`src/hw/rtl/sfr_pkg.sv`:
```
// ----------------------------------------------------------------------------
// sfr_pkg: shared types, constants and CRC helper
// Parser state codes, framing bytes, result record and the byte-wide
// reflected CRC-16 update used by the stuffed frame receiver.
// ----------------------------------------------------------------------------
`timescale 1ns / 1ps

package sfr_pkg;

	// framing bytes
	localparam logic [7:0]  ESC_BYTE  = 8'hAA;
	localparam logic [7:0]  FLAG_BYTE = 8'h01;

	// CRC-16, reflected
	localparam logic [15:0] CRC_POLY  = 16'hA001;
	localparam logic [15:0] CRC_INIT  = 16'hFFFF;

	// configuration
	localparam int          BUF_SIZE_W     = 11;
	localparam logic [10:0] BUF_SIZE_RESET = 11'd80;

	// return codes
	localparam logic signed [10:0] RET_CONSUMED = -11'sd1;
	localparam logic signed [10:0] RET_IGNORED  = 11'sd0;

	// parser state; code 0 is never entered by state_q (prior_q resets to it) but is decoded as "ignore"
	typedef enum logic [1:0] {
		ST_NONE = 2'd0,
		ST_WAIT = 2'd1,
		ST_DATA = 2'd2,
		ST_ESC  = 2'd3
	} sfr_state_t;

	// one result beat
	typedef struct packed {
		logic [7:0]         write_data;
		logic [9:0]         write_index;
		logic               write_valid;
		logic signed [10:0] return_code;
	} sfr_result_t;

	// one byte through the CRC, LSB first
	function automatic logic [15:0] crc_byte(input logic [15:0] crc, input logic [7:0] b);
		logic [15:0] c;
		c = crc ^ {8'h00, b};
		for (int k = 0; k < 8; k++) begin
			if (c[0]) begin
				c = (c >> 1) ^ CRC_POLY;
			end else begin
				c = c >> 1;
			end
		end
		return c;
	endfunction

endpackage

```
`src/hw/rtl/stuffed_frame_receiver_crc16.sv`:
```
// ----------------------------------------------------------------------------
// stuffed_frame_receiver_crc16: byte-stuffed frame receiver with CRC-16
// Stream wrapper around the deframing parser: input register, parser
// step, output register.
// ----------------------------------------------------------------------------
// Usage:
//   s_axis carries one received serial byte per beat. m_axis returns exactly
//   one result beat per input beat: the return code (-1 consumed, 0 ignored,
//   positive payload length of a good frame) in tdata, plus the buffer write
//   (index, data) for a stored byte; tuser flags that the write is valid.
//   cfg_we/cfg_wdata set the buffer size; write it only while no beat is in
//   flight.
//   Throughput: one byte per cycle while m_axis_tready is high, set by the parser step
//   (byte compare, state update and the unrolled 8-bit CRC network).
//   Path: a byte accepted into the input register passes the parser step and
//   is captured in the output register, which drives m_axis.
//   Reset: parser waits for escape+flag, count and CRC are zero, buffer size
//   is 80, both pipeline stages are empty.
//   Stall: while m_axis_tready is low the result holds; the input register
//   fills and then s_axis_tready drops until the result is taken.
// ----------------------------------------------------------------------------
`timescale 1ns / 1ps

module stuffed_frame_receiver_crc16 #(
	parameter int MAX_FRAME = 1024
) (
	input  logic        clk,
	input  logic        arst_n,
	// configuration
	input  logic        cfg_we,
	input  logic [10:0] cfg_wdata,     // buffer_size
	// input stream
	input  logic        s_axis_tvalid,
	output logic        s_axis_tready,
	input  logic [7:0]  s_axis_tdata,  // [7:0] rx_byte
	// result stream
	output logic        m_axis_tvalid,
	input  logic        m_axis_tready,
	output logic [31:0] m_axis_tdata,  // [10:0] return_code, [20:11] write_index,
	                                   // [28:21] write_data, [31:29] zero
	output logic [0:0]  m_axis_tuser   // [0] write_valid
);
	import sfr_pkg::*;

	logic        valid_s1;
	logic [7:0]  byte_s1;
	logic        out_valid_q;
	sfr_result_t out_q;
	sfr_result_t result;
	logic        advance;

	// input stage moves on when the output register is free or being drained
	assign advance       = valid_s1 && (!out_valid_q || m_axis_tready);
	assign s_axis_tready = !valid_s1 || advance;

	// input register
	always_ff @(posedge clk or negedge arst_n) begin
		if (!arst_n) begin
			valid_s1 <= 1'b0;
		end else if (s_axis_tready) begin
			valid_s1 <= s_axis_tvalid;
		end
	end

	always_ff @(posedge clk) begin
		if (s_axis_tready && s_axis_tvalid) begin
			byte_s1 <= s_axis_tdata;
		end
	end

	sfr_parser #(
		.MAX_FRAME (MAX_FRAME)
	) u_parser (
		.clk       (clk),
		.arst_n    (arst_n),
		.cfg_we    (cfg_we),
		.cfg_wdata (cfg_wdata),
		.step      (advance),
		.rx_byte   (byte_s1),
		.result    (result)
	);

	// output register
	always_ff @(posedge clk or negedge arst_n) begin
		if (!arst_n) begin
			out_valid_q <= 1'b0;
		end else if (advance) begin
			out_valid_q <= 1'b1;
		end else if (m_axis_tready) begin
			out_valid_q <= 1'b0;
		end
	end

	always_ff @(posedge clk) begin
		if (advance) begin
			out_q <= result;
		end
	end

	assign m_axis_tvalid = out_valid_q;
	assign m_axis_tdata  = {3'b000, out_q.write_data, out_q.write_index,
	                        out_q.return_code};
	assign m_axis_tuser  = out_q.write_valid;

	// the input stage never overwrites an unconsumed byte
	a_no_overrun: assert property (@(posedge clk) disable iff (!arst_n)
		valid_s1 && !advance |=> valid_s1 && byte_s1 == $past(byte_s1))
		else $error("input stage lost a byte");

	// a stalled result is never replaced
	a_out_hold: assert property (@(posedge clk) disable iff (!arst_n)
		out_valid_q && !m_axis_tready |-> !advance)
		else $error("result overwritten while stalled");

	// results leave only when the parser has stepped
	a_out_source: assert property (@(posedge clk) disable iff (!arst_n)
		$rose(out_valid_q) |-> $past(advance))
		else $error("result valid without a parser step");

endmodule

```
`src/hw/rtl/sfr_parser.sv`:
```
// ----------------------------------------------------------------------------
// sfr_parser: deframing state machine and CRC
// Holds the parser state, byte count, running CRC and the buffer size
// register; turns one byte per step into one result record.
// ----------------------------------------------------------------------------
`timescale 1ns / 1ps

module sfr_parser #(
	parameter int MAX_FRAME = 1024
) (
	input  logic                     clk,
	input  logic                     arst_n,
	input  logic                     cfg_we,
	input  logic [10:0]              cfg_wdata,
	input  logic                     step,
	input  logic [7:0]               rx_byte,
	output sfr_pkg::sfr_result_t     result
);
	import sfr_pkg::*;

	// count must hold MAX_FRAME and be wide enough for index and length
	localparam int FW = $clog2(MAX_FRAME + 1);
	localparam int CW = (FW > BUF_SIZE_W) ? FW : BUF_SIZE_W;

	logic [10:0]   buf_size_q;
	sfr_state_t    state_q, state_d;
	sfr_state_t    prior_q, prior_d;
	logic [CW-1:0] count_q, count_d;
	logic [15:0]   crc_q, crc_d;
	logic [CW-1:0] cap;
	logic [CW-1:0] buf_ext;
	logic [CW-1:0] len;
	logic [15:0]   crc_upd;

	// effective capacity
	assign buf_ext = CW'(buf_size_q);
	assign cap     = (buf_ext < CW'(MAX_FRAME)) ? buf_ext : CW'(MAX_FRAME);
	assign crc_upd = crc_byte(crc_q, rx_byte);
	assign len     = count_q - CW'(2);

	// configuration register
	always_ff @(posedge clk or negedge arst_n) begin
		if (!arst_n) begin
			buf_size_q <= BUF_SIZE_RESET;
		end else if (cfg_we) begin
			buf_size_q <= cfg_wdata;
		end
	end

	// next state
	always_comb begin
		state_d = state_q;
		prior_d = prior_q;
		count_d = count_q;
		crc_d   = crc_q;
		unique case (state_q)
			ST_WAIT: begin
				if (rx_byte == ESC_BYTE) begin
					prior_d = ST_WAIT;
					state_d = ST_ESC;
				end
			end
			ST_DATA: begin
				if (rx_byte != ESC_BYTE) begin
					count_d = count_q + CW'(1);
					crc_d   = crc_upd;
				end else begin
					prior_d = ST_DATA;
					state_d = ST_ESC;
				end
			end
			ST_ESC: begin
				if (rx_byte == FLAG_BYTE) begin
					// empty count opens a frame; good close goes back to waiting;
					// bad close stays in escape
					if (count_q == '0) begin
						state_d = ST_DATA;
					end else if (crc_q == '0 && count_q > CW'(1)) begin
						state_d = ST_WAIT;
					end
					count_d = '0;
					crc_d   = CRC_INIT;
				end else if (rx_byte == ESC_BYTE && prior_q == ST_DATA) begin
					// doubled escape inside data
					count_d = count_q + CW'(1);
					crc_d   = crc_upd;
					state_d = ST_DATA;
				end else begin
					state_d = ST_WAIT;
				end
			end
			default: begin
			end
		endcase
		// full buffer drops the frame
		if (count_d >= cap) begin
			state_d = ST_WAIT;
		end
	end

	// result
	always_comb begin
		result             = '0;
		result.return_code = RET_IGNORED;
		unique case (state_q)
			ST_WAIT: begin
				if (rx_byte == ESC_BYTE) begin
					result.return_code = RET_CONSUMED;
				end
			end
			ST_DATA: begin
				result.return_code = RET_CONSUMED;
				if (rx_byte != ESC_BYTE) begin
					result.write_valid = 1'b1;
					result.write_index = count_q[9:0];
					result.write_data  = rx_byte;
				end
			end
			ST_ESC: begin
				result.return_code = RET_CONSUMED;
				if (rx_byte == FLAG_BYTE) begin
					if (count_q != '0 && crc_q == '0 && count_q > CW'(1)) begin
						result.return_code = len[10:0];
					end
				end else if (rx_byte == ESC_BYTE && prior_q == ST_DATA) begin
					result.write_valid = 1'b1;
					result.write_index = count_q[9:0];
					result.write_data  = ESC_BYTE;
				end
			end
			default: begin
			end
		endcase
	end

	// state registers
	always_ff @(posedge clk or negedge arst_n) begin
		if (!arst_n) begin
			state_q <= ST_WAIT;
			prior_q <= ST_NONE;
			count_q <= '0;
			crc_q   <= '0;
		end else if (step) begin
			state_q <= state_d;
			prior_q <= prior_d;
			count_q <= count_d;
			crc_q   <= crc_d;
		end
	end

	// a stored byte always advances the count by one
	a_write_counts: assert property (@(posedge clk) disable iff (!arst_n)
		step && result.write_valid |=> count_q == $past(count_q) + CW'(1))
		else $error("stored byte did not advance count");

	// stored bytes are always reported as consumed
	a_write_consumed: assert property (@(posedge clk) disable iff (!arst_n)
		result.write_valid |-> result.return_code == RET_CONSUMED)
		else $error("stored byte without consumed code");

	// escape is only entered from waiting or data
	a_esc_prior: assert property (@(posedge clk) disable iff (!arst_n)
		state_q == ST_ESC |-> (prior_q == ST_WAIT || prior_q == ST_DATA))
		else $error("escape state with bad prior state");

	// a reported frame length leaves the parser waiting with a fresh CRC
	a_good_close: assert property (@(posedge clk) disable iff (!arst_n)
		step && result.return_code > 11'sd0 |=> state_q == ST_WAIT && crc_q == CRC_INIT)
		else $error("good frame close left parser in wrong state");

endmodule
```
`config.mk`:
```
export PLATFORM = sky130hd
export DESIGN_NAME = stuffed_frame_receiver_crc16
export DESIGN_NICKNAME = d
export VERILOG_FILES = /design/src/hw/rtl/sfr_pkg.sv /design/src/hw/rtl/stuffed_frame_receiver_crc16.sv /design/src/hw/rtl/sfr_parser.sv
export SDC_FILE = /design/constraint.sdc
export NUM_CORES = 1
export LEC_CHECK = 0
export CORE_ASPECT_RATIO = 0.6
export CORE_MARGIN = 2
export CORE_UTILIZATION = 45
export DETAILED_ROUTE_END_ITERATION = 16
export DONT_BUFFER_PORTS = 1
export GPL_TIMING_DRIVEN = 1
export SLEW_MARGIN = 0
export SYNTH_ARGS = -nofsm -noshare
export SYNTH_HDL_FRONTEND = slang
export SYNTH_SLANG_ARGS = --single-unit
```
`constraint.sdc`:
```
create_clock -name clk -period 5.9 [get_ports clk]
set_clock_uncertainty 0.1 [all_clocks]
set_input_delay 0 -clock clk [delete_from_list [all_inputs] [get_ports clk]]
set_output_delay 0 -clock clk [all_outputs]
set_load 0.05 [all_outputs]
```
After elaboration in Yosys (flattened, before gate mapping):

Index checks and enable logic that the tools add are counted.

* output and inout bits: 35
* flip-flop bits (word level): 82
* input port bits: 24
* logic and storage cells: 98

* reductions and logical operators: 20
* bitwise gates (word level): 9
* order comparisons: 3
* muxes and demuxes: 38
* eq/ne operators: 14
* $add $sub $neg: 2

Operators by type and width (number)
* 16-bit two-way mux: 11
* 11-bit two-way mux: 7
* 19-bit two-way mux: 3
* 19-bit one-hot mux with 2 select lines: 1
* 11-bit one-hot mux with 3 select lines: 1
* 16-bit one-hot mux with 2 select lines: 1
* 2-bit inverter with 3-bit output: 8
* 11-bit one-hot mux with 2 select lines: 1
* 2-bit two-way mux: 9
* 16-bit logical NOT: 1
* 16-bit by 8-bit bitwise XOR with 16-bit output: 1
* 11-bit by 1-bit adder with 11-bit output (second input constant): 1
* 11-bit greater-or-equal comparator: 1
* 11-bit by 1-bit greater-than comparator with 1-bit output (second input constant): 1
* 11-bit logical NOT: 1
* 11-bit < comparator (second input constant): 1
* 11-bit nonzero test: 1
* 11-bit by 2-bit subtractor with 11-bit output (second input constant): 1
* 8-bit by 1-bit == test with 1-bit output (second input constant): 1
* 8-bit == test (second input constant): 1
* 8-bit inequality test (second input constant): 1
* 4-bit AND reduction: 2
* 2-bit == test (second input constant): 3
* 1-bit logical AND: 6
* other kinds (14): 21

Depth between registers and ports, before layout:

* depth after elaboration: 20
* mapped depth: 15
* gate-level depth less buffers: 14

Cells and area by module:

From an unflattened synthesis, not the netlist that was laid out.

* cell total of the unflattened synthesis: 429
* area, all modules: 4486.8 µm²

Modules (own cells, without submodules)
* sfr_parser: instances 1, sequential area each 1054.8 µm², area an instance 3215.6 µm², cells each 379
* stuffed_frame_receiver_crc16: instances 1, sequential area each 1191.1 µm², area an instance 1271.2 µm², cells each 50

Worst setup path after synthesis:

Ideal clock, no wire load.

* kind: reg2reg
* start point: register u_parser.state_q[0]
* end point: register u_parser.state_q[0]
* stages on the path, launching flop included: 15
* clock period less this slack: 3.399 ns
* library setup time: 0.083 ns
* arrival: 3.216 ns
* path buffers: 1
* required time: 5.717 ns
* setup slack: 2.501 ns
* path through: dfstp_2 -> inv_1 -> ha_1 -> or4_1 -> a211o_1 -> and2_4 -> buf_6 -> o21ai_0 -> o21ai_0 -> ha_1 -> o211ai_1 -> o21ai_0 -> a21oi_1 -> nor3_1 -> o32a_1

* longest elaborated chain between the ends: 5
* elaborated cells between the ends (all ways): 12
* classes of those cells: order compare: 1; eq/ne: 6; mux: 3; reduce/logical: 2

Ends and longest elaborated chain
* from (decl): line sfr_parser.sv:26 `sfr_state_t state_q, state_d;`
* from (signal assigned): line sfr_parser.sv:144 `state_q <= state_d;`
* 2-bit == test: line sfr_parser.sv:56 `unique case (state_q)`
* 11-bit one-hot mux with 2 select lines *: line sfr_parser.sv:56
* net u_parser.count_d[2]: line sfr_parser.sv:28 `logic [CW-1:0] count_q, count_d;`
* 11-bit greater-or-equal comparator *: line sfr_parser.sv:96 `if (count_d >= cap) begin`
* 5-bit inequality test (no source line), or another cell as far along
* 5-bit AND reduction (no source line)

The timed path passes the listed nets; every way through them passes the cells marked *.
A chain may end at the register's enable or synchronous reset.

Worst setup path after layout:

* start point: register byte_s1[2]
* end point: register u_parser.state_q[0]

* longest elaborated chain between the ends: 8
* elaborated cells between the ends (all ways): 18
* classes of those cells: order compare: 1; eq/ne: 6; mux: 8; reduce/logical: 3

Ends and longest elaborated chain
* from (decl): line stuffed_frame_receiver_crc16.sv:46 `logic [7:0] byte_s1;`
* from (signal assigned): line stuffed_frame_receiver_crc16.sv:67 `byte_s1 <= s_axis_tdata;`
* 8-bit == test: line sfr_parser.sv:83 `end else if (rx_byte == ESC_BYTE && prior_q == ST_DATA) begin`
* 1-bit logical AND: line sfr_parser.sv:83
* 11-bit two-way mux: line sfr_parser.sv:83
* 11-bit two-way mux: line sfr_parser.sv:73 `if (rx_byte == FLAG_BYTE) begin`
* 11-bit one-hot mux with 2 select lines *: line sfr_parser.sv:56
* net u_parser.count_d[6]: line sfr_parser.sv:28
* 11-bit greater-or-equal comparator *: line sfr_parser.sv:96
* 5-bit inequality test (no source line), or another cell as far along
* 5-bit AND reduction (no source line)

Marks and branches as above.

==> results.yml <==
outcome:
  run_status: "finished, final reports clean"
final_layout:
  syn2layout_area_growth_pct: 15.0
  nets: 475
  final_layout_size_suffix_gt1_frac: 0.102
  register_area_um2: 2250
  fillers: 876
  multi_input_area_um2: 2030
  diodes: 0
routing:
  drcViolationCount: 0
  dr.pass1.iters: 5
  wl_per_cell_um: 18.6
  postRouteAntennaNets: 0
  drtIter0Drc: 294
  wl_um: 10600
  num_vias: 3249
  routed_via_density: 5.72
clocking:
  clk_pin_slew_ns: 0.06
  tritoncts: "yes"
  post-cts-setup-buffers: 0
  clock_sinks: 82
  h-tree-depth: 3
  clk_path_buf_depth: 2
  clkLatencyLatePin_ns: 0.34
  cts_root_buffer: "clkbuf_16"
  cts-buffers-inserted: 9
  cts_resized: 0
synthesis:
  synth_top_cell_by_area: "edfxtp_1"
  synth_area_um2: 4470
  synthMostInstantiatedCell: "dfrtp_1"
  async_flop_share: 0.537
  synth_edf_count: 38
  ys_top_cells_by_count: "dfrtp_1, edfxtp_1, o21ai_0, a21oi_1"
  ys_seq_area_frac: 0.503
  ys_types: 62
  yosys_most_used_dff: "dfrtp_1"
  ys_ff_latch: 82
  ys_warn_count: 0
  synth.avg_cell_area_um2: 10.8
  synthTopCellsByArea: "edfxtp_1, dfrtp_1, ha_1, xnor2_1, o21ai_0"
  yosysTopAreaCellShare: 0.256
  syn-instance-count: 415
pwr:
  cellLeakagePower_nw: 2.02
  ir_worst_vdd_v: 0.000227
  p_total_w: 0.00221
  powerDensity_nw_per_um2: 431
die:
  fp-row-count: 28
  core_um2: 9740
  dieArea_um2: 10800
  pin_count: 59
  fp.dieH_um: 81.2
  die-width_um: 133
  start_util: 0.459
timing:
  fin_tns_setup_ns: 0
  tightest_slew_ns: 0.896
  drv_slew: 0
  slew_headroom: 0.403
  period_share: 0.685
  rsz0062_at_grt: "false"
  setup_viol: 0
  finalWorstSetupSlack_ns: 1.86
  period_minus_slack_ns: 4.04
  fmax_ghz: 0.247
  hold_violations: 0
setup_path:
  crit_path_max_fanout: 16
  required_ns: 6.07
  worst_ep_arrival_time_ns: 4.21
  setup.worst_path.class: "reg2reg"
  cp-start-kind: "flop"
  reg2reg_depth: 14
  cp-end-kind: "flop"
grt:
  grt_usage: 0.210
  grt_pass1_wl_um: 16700
  grt_max_degree: 45
  grt_overflow_total: 0
  antenna_found_initial: 0
  grt_pass1_vias: 2937
min_path:
  holdCritPathClass: "in2reg"
  whs_path_depth: 1
placement:
  hpwl_um: 7690
  dp_worst_setup_slack_ns: 1.90
  place_congestion: 0.891
  io_buffers: 0
run:
  cap_violations: 0
==> cell type report <==
type,instances,area share
timing repair buffer,25,0.0517
inverter,19,0.0139
clock buffer,13,0.0548
multi-input combinational,291,0.396
tap,135,0.0329
sequential,82,0.437
clock inverter,3,0.0134
==> final timing paths <==
check                           slack, ns                  end                 from
worst min-delay path                 0.02           byte_s1[6]        s_axis_tvalid
worst max-delay path                 1.86  u_parser.state_q[0]           byte_s1[2]
worst max register to register       1.86  u_parser.state_q[0]           byte_s1[2]
min in group asynchronous            0.10    u_parser.crc_q[7]               arst_n
worst min register to register       0.40  u_parser.buf_ext[0]  u_parser.buf_ext[0]
max in group asynchronous            5.34  u_parser.buf_ext[6]               arst_n
==> registers in the layout (all words and copies together) (netlist names) <==
| name | flops |
|---|---|
| u_parser.count_q | 11 |
| m_axis_tvalid | 1 |
| byte_s1 | 8 |
| valid_s1 | 1 |
| m_axis_tuser | 1 |
| m_axis_tdata | 29 |
| u_parser.crc_q | 16 |
| u_parser.prior_q | 2 |
| u_parser.state_q | 2 |
| u_parser.buf_ext | 11 |
==> report_power, final <==
part           internal, W  switching, W
clock             0.000420      0.000221
combinational     0.000336      0.000350
sequential        0.000710      0.000174
total              0.00147      0.000745
==> metrics by stage <==
step	std cells	hold WS (ns)	util	instance area [µm²]
after CTS	568	0.0105	0.527	5130
final	568	0.0184	0.527	5130
after detailed placement	528	-0.394	0.465	4530
after global placement	528	-0.394	0.465	4530
after floorplan	417	-0.396	-	4470
after global routing	568	0.0153	0.527	5130
==> cells in the final DEF (no fill, tap or decap), types with 2 or more instances in the layout <==
cell type      count
and3_1             3
and2_1            14
and4_1             2
ha_1              23
dfrtp_1           41
o22a_1            12
o31ai_1            2
nand3_1           13
a21oi_1           26
xnor2_1           17
or3_1              5
a21o_1             3
nor2b_1            2
nor3_1            15
mux2_2            10
dfstp_2            3
bufinv_16          2
dlygate4sd3_1     23
nand2b_1           7
nor4_1             5
clkbuf_8           2
edfxtp_1          38
conb_1             3
nor2_1            23
xor2_1            11
o21ai_0           29
inv_1             18
o22a_2             3
a31oi_1            9
clkbuf_16         10
a211oi_1           2
nand2_1           22
o211ai_1           3
==> worst max-delay path, stage by stage (launching register included) <==
cell	delay [ns]
edfxtp_1	0.43
or3_1	0.52
nor3_2	0.25
inv_1	0.18
a32oi_2	0.65
inv_2	0.28
nand3_1	0.15
o21ai_0	0.09
ha_1	0.32
a21o_1	0.18
a21oi_1	0.14
o21ai_0	0.09
a21oi_1	0.19
nor3_1	0.09
o32a_1	0.31
==> per-layer routing <==
| layer | routed length [µm] | vias to the layer above | global-route usage |
|---|---|---|---|
| met5 | 0 | - | 0 |
| met4 | 104 | 0 | 0.0581 |
| met3 | 1050 | 9 | 0.0824 |
| met2 | 3960 | 144 | 0.266 |
| met1 | 5470 | 1566 | 0.323 |
| li1 | - | 1530 | - |
==> what timing repair did <==
action | CTS | global route
hold endpoints to repair | 65 | 0
hold buffers | 24 | 0
setup endpoints to repair | 0 | 0
==> cells by family after synthesis <==
logic type	share of synthesized area
simple gates	0.152
compound gates	0.151
flops	0.503
buf+inv	0.0437
xor+xnor	0.0600
fa+ha+maj	0.0644
mux	0.0252
other cells	0.000840
No activity file was read; power rests on OpenSTA's default activity.
